### src/bfa_pkg.sv
package bfa_pkg;

    localparam int MAX_SEG = 64;
    localparam int SEG_IW  = $clog2(MAX_SEG);
    localparam int CNT_W   = SEG_IW + 1;
    localparam int GRAN    = 4096;
    localparam int GRAN_W  = $clog2(GRAN);
    localparam int ADDR_W  = 48;
    localparam int LEN_W   = 40;

    typedef struct packed {
        logic              action;
        logic [LEN_W-1:0]  request_size;
        logic [ADDR_W-1:0] free_address;
    } t_in_word;

    typedef struct packed {
        logic [ADDR_W-1:0] result_address;
        logic [2:0]        status;
        logic [LEN_W-1:0]  used_bytes;
        logic [LEN_W-1:0]  high_water;
    } t_out_word;

    typedef struct packed {
        logic             free;
        logic [LEN_W-1:0] len;
        logic [LEN_W-1:0] off;
    } t_seg;

    typedef enum logic [2:0] {
        STS_OK       = 3'd0,
        STS_BAD_SIZE = 3'd1,
        STS_NO_MEM   = 3'd2,
        STS_BAD_FREE = 3'd3,
        STS_TBL_FULL = 3'd4
    } t_status;

    typedef enum logic [0:0] {
        REG_BASE = 1'b0,
        REG_SIZE = 1'b1
    } t_reg;

    typedef enum logic [0:0] {
        ACT_ALLOC = 1'b0,
        ACT_FREE  = 1'b1
    } t_action;

    typedef enum logic [4:0] {
        CMD_NONE, CMD_INIT, CMD_ACCEPT, CMD_FAIL,
        CMD_A_RD, CMD_A_EV, CMD_A_PREP, CMD_SU_RD, CMD_SU_WR, CMD_W_HI, CMD_W_LO,
        CMD_F_RD, CMD_F_EV, CMD_F_NRD, CMD_F_NEV, CMD_F_WR, CMD_SD_RD, CMD_SD_WR,
        CMD_T_INIT, CMD_T_RD, CMD_T_EV, CMD_OUT_LOAD
    } t_cmd;

    typedef enum logic [4:0] {
        S_INIT, S_IDLE, S_CHECK,
        S_A_RD, S_A_EV, S_A_DEC, S_SU_RD, S_SU_WR, S_W_HI, S_W_LO,
        S_F_RD, S_F_EV, S_F_NRD, S_F_NEV, S_F_WR, S_SD_TST, S_SD_RD, S_SD_WR,
        S_T_INIT, S_T_RD, S_T_EV, S_DONE
    } t_state;

    typedef struct packed {
        t_cmd    op;
        t_status code;
    } t_dp_cmd;

    typedef struct packed {
        logic free_op;
        logic bad_size;
        logic last;
        logic found;
        logic split;
        logic full;
        logic su_skip;
        logic su_last;
        logic f_match;
        logic more;
        logic out_free;
    } t_dp_stat;

    typedef struct packed {
        logic        we;
        t_reg        idx;
        logic [63:0] data;
    } t_cfg_wr;

endpackage

### src/bfa_ctrl.sv
module bfa_ctrl import bfa_pkg::*; (
    input  logic     i_clk,
    input  logic     i_rst_n,
    input  logic     i_in_valid,
    output logic     o_in_ready,
    input  t_dp_stat i_stat,
    output t_dp_cmd  o_cmd
);

    t_state r_state;
    t_state n_state;

    always_ff @(posedge i_clk) begin
        if (!i_rst_n) begin
            r_state <= S_INIT;
        end else begin
            r_state <= n_state;
        end
    end

    always_comb begin
        n_state = r_state;
        unique case (r_state)
            S_INIT:   n_state = S_IDLE;
            S_IDLE:   if (i_in_valid) n_state = S_CHECK;
            S_CHECK: begin
                if (i_stat.free_op)       n_state = S_F_RD;
                else if (i_stat.bad_size) n_state = S_DONE;
                else                      n_state = S_A_RD;
            end
            S_A_RD:   n_state = S_A_EV;
            S_A_EV:   n_state = i_stat.last ? S_A_DEC : S_A_RD;
            S_A_DEC: begin
                if (!i_stat.found)                    n_state = S_DONE;
                else if (i_stat.split && i_stat.full) n_state = S_DONE;
                else if (!i_stat.split)               n_state = S_W_LO;
                else if (i_stat.su_skip)              n_state = S_W_HI;
                else                                  n_state = S_SU_RD;
            end
            S_SU_RD:  n_state = S_SU_WR;
            S_SU_WR:  n_state = i_stat.su_last ? S_W_HI : S_SU_RD;
            S_W_HI:   n_state = S_W_LO;
            S_W_LO:   n_state = S_T_INIT;
            S_F_RD:   n_state = S_F_EV;
            S_F_EV: begin
                if (i_stat.f_match)   n_state = i_stat.last ? S_F_WR : S_F_NRD;
                else if (i_stat.last) n_state = S_DONE;
                else                  n_state = S_F_RD;
            end
            S_F_NRD:  n_state = S_F_NEV;
            S_F_NEV:  n_state = S_F_WR;
            S_F_WR:   n_state = S_SD_TST;
            S_SD_TST: n_state = i_stat.more ? S_SD_RD : S_T_INIT;
            S_SD_RD:  n_state = S_SD_WR;
            S_SD_WR:  n_state = S_SD_TST;
            S_T_INIT: n_state = S_T_RD;
            S_T_RD:   n_state = S_T_EV;
            S_T_EV:   n_state = i_stat.last ? S_DONE : S_T_RD;
            S_DONE:   if (i_stat.out_free) n_state = S_IDLE;
            default:  n_state = S_INIT;
        endcase
    end

    always_comb begin
        o_cmd.op   = CMD_NONE;
        o_cmd.code = STS_OK;
        o_in_ready = 1'b0;
        unique case (r_state)
            S_INIT:   o_cmd.op = CMD_INIT;
            S_IDLE: begin
                o_in_ready = 1'b1;
                if (i_in_valid) o_cmd.op = CMD_ACCEPT;
            end
            S_CHECK: begin
                if (!i_stat.free_op && i_stat.bad_size) begin
                    o_cmd.op   = CMD_FAIL;
                    o_cmd.code = STS_BAD_SIZE;
                end
            end
            S_A_RD:   o_cmd.op = CMD_A_RD;
            S_A_EV:   o_cmd.op = CMD_A_EV;
            S_A_DEC: begin
                if (!i_stat.found) begin
                    o_cmd.op   = CMD_FAIL;
                    o_cmd.code = STS_NO_MEM;
                end else if (i_stat.split && i_stat.full) begin
                    o_cmd.op   = CMD_FAIL;
                    o_cmd.code = STS_TBL_FULL;
                end else begin
                    o_cmd.op = CMD_A_PREP;
                end
            end
            S_SU_RD:  o_cmd.op = CMD_SU_RD;
            S_SU_WR:  o_cmd.op = CMD_SU_WR;
            S_W_HI:   o_cmd.op = CMD_W_HI;
            S_W_LO:   o_cmd.op = CMD_W_LO;
            S_F_RD:   o_cmd.op = CMD_F_RD;
            S_F_EV: begin
                o_cmd.op = CMD_F_EV;
                if (!i_stat.f_match && i_stat.last) begin
                    o_cmd.op   = CMD_FAIL;
                    o_cmd.code = STS_BAD_FREE;
                end
            end
            S_F_NRD:  o_cmd.op = CMD_F_NRD;
            S_F_NEV:  o_cmd.op = CMD_F_NEV;
            S_F_WR:   o_cmd.op = CMD_F_WR;
            S_SD_TST: o_cmd.op = CMD_NONE;
            S_SD_RD:  o_cmd.op = CMD_SD_RD;
            S_SD_WR:  o_cmd.op = CMD_SD_WR;
            S_T_INIT: o_cmd.op = CMD_T_INIT;
            S_T_RD:   o_cmd.op = CMD_T_RD;
            S_T_EV:   o_cmd.op = CMD_T_EV;
            S_DONE:   if (i_stat.out_free) o_cmd.op = CMD_OUT_LOAD;
            default:  o_cmd.op = CMD_NONE;
        endcase
    end

endmodule

### config.mk
export PLATFORM = sky130hd
export DESIGN_NAME = bfa_ctrl
export DESIGN_NICKNAME = d
export VERILOG_FILES = /design/src/bfa_pkg.sv /design/src/bfa_ctrl.sv
export SDC_FILE = /design/constraint.sdc
export NUM_CORES = 1
export LEC_CHECK = 0
export BUFFER_PORTS_ARGS = -buffer_cell sky130_fd_sc_hd__buf_4
export CORE_AREA = 5 5 51 53
export CTS_BUF_LIST = sky130_fd_sc_hd__clkbuf_16
export DETAILED_ROUTE_END_ITERATION = 8
export DIE_AREA = 0 0 56 58
export GPL_TIMING_DRIVEN = 0
export PLACE_DENSITY = 0.71
export SYNTH_ARGS = -nofsm -noshare
export SYNTH_HDL_FRONTEND = slang
export SYNTH_SLANG_ARGS = --single-unit
export TNS_END_PERCENT = 50
### constraint.sdc
create_clock -name i_clk -period 1.46 [get_ports i_clk]
set_clock_uncertainty 0.05 [all_clocks]
set_input_delay 0.219 -clock i_clk [delete_from_list [all_inputs] [get_ports i_clk]]
set_output_delay 0.219 -clock i_clk [all_outputs]
set_load 0.005 [all_outputs]
==> results.cfg <==
[floorplan]
starting_density_pct = 43.8
dieHeight_um = 58
rows = 17
dieArea_um2 = 3250
pin_count = 23
core_ar_um2 = 2110
die_w_um = 56

[drt]
drc = 0
drtPass1Iterations = 4
wl_per_cell_um = 20.7
first_iter_violations = 82
route.detailed.vias_per_inst = 6.60
vias = 1392
ant_nets = 0
totalWireLength_um = 4370

[yosys]
syn-mean-instance-area_um2 = 6.73
synthDominantCellAreaShare_pct = 10.9
synth-seq-cells = 5
synth_common_cells = sky130_fd_sc_hd__nand2_1 (14), sky130_fd_sc_hd__buf_2 (10), sky130_fd_sc_hd__o21ai_0 (10)
post_synth_main_area_contributors = sky130_fd_sc_hd__dfxtp_1 (11%), sky130_fd_sc_hd__nand2_1 (5.7%), sky130_fd_sc_hd__buf_2 (5.4%)
synth-seq-area-share_pct = 10.9
synth_edf_count = 0
cell_area_after_technology_mapping_um2 = 922
syn_nets = 153
synthCells = 137
yosys_warnings = 0
synthMostInstantiatedCell = sky130_fd_sc_hd__nand2_1
synthArstFlopShare_pct = 0
ys.flop_type = sky130_fd_sc_hd__dfxtp_1
synth_top_area_cell = sky130_fd_sc_hd__dfxtp_1
synth.lib_cells_used.distinct = 45

[worst_setup_path]
critical_path_peak_fanout = 8
critical_path.endpoint_type = output pin
critical_path_class = reg -> out
cp.arrival_ns = 1.60
timing.critical_path.from_type = register
cp.required_ns = 1.19

[clock_network]
h_tree_depth = 1
cts-buffers-inserted = 3
clock_tree.buffer_depth = 2
clockRootBuffer = sky130_fd_sc_hd__clkbuf_16
clock_insertion_delay_worst_skew_ns = 0.23
clock_tree_from_tritoncts = done
cts-hold-fix-buffers = 0
numClockSinks = 5
clk_pin_slew_worst_paths_ns = 0.03

[status]
run_status = finished with violations
violations_in_the_final_reports = negative setup slack

[cells_and_area]
antenna-diode-count = 0
area.growth.synth_to_final_pct = 78.3
nFillCells = 130
final_core_occ_pct = 78.1
stdcell_count = 211
largestRegisters = r_state x5
largest-register = r_state
largest_register_ffs = 5
final_nets = 200
multiInputGateArea_um2 = 916
regArea_um2 = 119
drive_gt1_share_pct = 51.4

[timing]
postLayoutSetupSlackWorst_ns = -0.408
tightestPinTransition_ns = 0.471
rsz0062_at_grt = true
final-hold-violation-count = 0
fmax_mhz = 535
period_minus_slack_ns = 1.87
timing.final.crit_share_pct = 128
setup_viol = 13
slew_violations = 0
worst_hold_check_slack_ns = 0.215
slew_headroom_pct = 68.1
final.setup.tns_ns = -2.75

[job]
max_cap_viol_count = 0

[global_route]
grt_pass1_vias = 1268
number_of_antenna_violations_at_the_first_check_in_global_routing = 0
overflow = 0
grt_util_all_layers_pct = 22.7
grt_pass1_wl_um = 5990
grt_max_degree = 11

[pwr]
cellLeakagePower_nw = 0.716
fin_total_pwr_mw = 3.28
power_density_nw_per_um2 = 1990
worst_ir_drop_vdd_v = 0.00164

[placed_design]
place.gp.congestion = 0.972
port-buffer-count = 22
place.detailed.instances = 187
place.detailed.hpwl_um = 2370

[hold_path]
hold_path_class = in -> reg
[what timing repair did]
| action | 4_1_cts | 5_1_grt |
|---|---|---|
| pin swaps | 12 | 10 |
| setup buffers | 15 | 5 |
| gates resized for setup | 53 | 30 |
| endpoints found under the hold margin | 0 | 0 |
| endpoints found under the setup margin | 14 | 14 |
[cell usage in the layout, fill, tap and decap left out, drive strengths merged, types with 3 or more instances in the layout]
cell type,n
a21o,5
a21oi,8
a22oi,3
and3b,3
buf,52
clkbuf,4
dfxtp,5
inv,8
nand2,14
nand2b,7
nand3,4
nor2,9
nor2b,4
nor3,4
nor3b,4
nor4bb,3
o21ai,10
[path summary, 6_finish.rpt]
check             startpoint         end  slack (ns)  cells after the start
setup / recovery  r_state[1]    o_cmd[5]       -0.41                      6
hold / removal       i_rst_n  r_state[3]        0.21                      3
setup reg to reg  r_state[3]  r_state[2]       -0.16                      7
hold reg to reg   r_state[1]  r_state[3]        0.71                      4
[power by group]
group | switching (mW) | total, mW | internal (mW)
combinational | 1.23 | 2.48 | 1.25
clock | 0.0864 | 0.441 | 0.354
sequential | 0.128 | 0.354 | 0.227
total | 1.45 | 3.28 | 1.83
[area by class of cell]
cell class | count | share of cell area (%)
plain buffers | 11 | 8.22
flip-flops and latches | 5 | 7.23
clock buffers | 3 | 4.57
clock inverters | 1 | 0.228
inverters | 7 | 1.60
multi-input cells | 114 | 55.7
repair buffers | 42 | 20.3
well taps | 28 | 2.13
[routing by layer]
metal | track usage [%] | part of all wire [%] | vias up
met5 | 0 | 0 | -
met4 | 11.5 | 5.2 | 0
met3 | 3.79 | 8.8 | 31
met2 | 38.9 | 47 | 98
met1 | 27.3 | 39 | 662
li1 | - | - | 601
[per-stage QoR]
step	setup WS [ns]	cell area, um2
2_1_floorplan	-0.0490	930
3_3_place_gp	-0.450	1130
3_5_place_dp	-0.463	1130
4_1_cts	-0.294	1490
5_1_grt	-0.473	1640
6_report	-0.408	1640
[worst max-delay path: stages, from the launching register on]
cell	delay [ns]
sky130_fd_sc_hd__dfxtp_4	0.40
sky130_fd_sc_hd__buf_6	0.15
sky130_fd_sc_hd__and3b_1	0.18
sky130_fd_sc_hd__a21o_1	0.16
sky130_fd_sc_hd__a32oi_1	0.21
sky130_fd_sc_hd__o211ai_1	0.11
sky130_fd_sc_hd__buf_4	0.15
[cells by family (layout without fill, tap and decap cells)]
kind of cell             after synthesis  count (layout)  synth area share, %
AO/OA/AOI/OAI                         48              48                 36.1
AND/OR/NAND/NOR                       63              63                 40.7
flip-flops                             5               5                 10.9
adder cells (fa/ha/maj)                2               2                 2.71
XOR/XNOR                               1               1                0.950
buffers and inverters                 18              64                 8.68
Power figures use the tool's default switching activity.
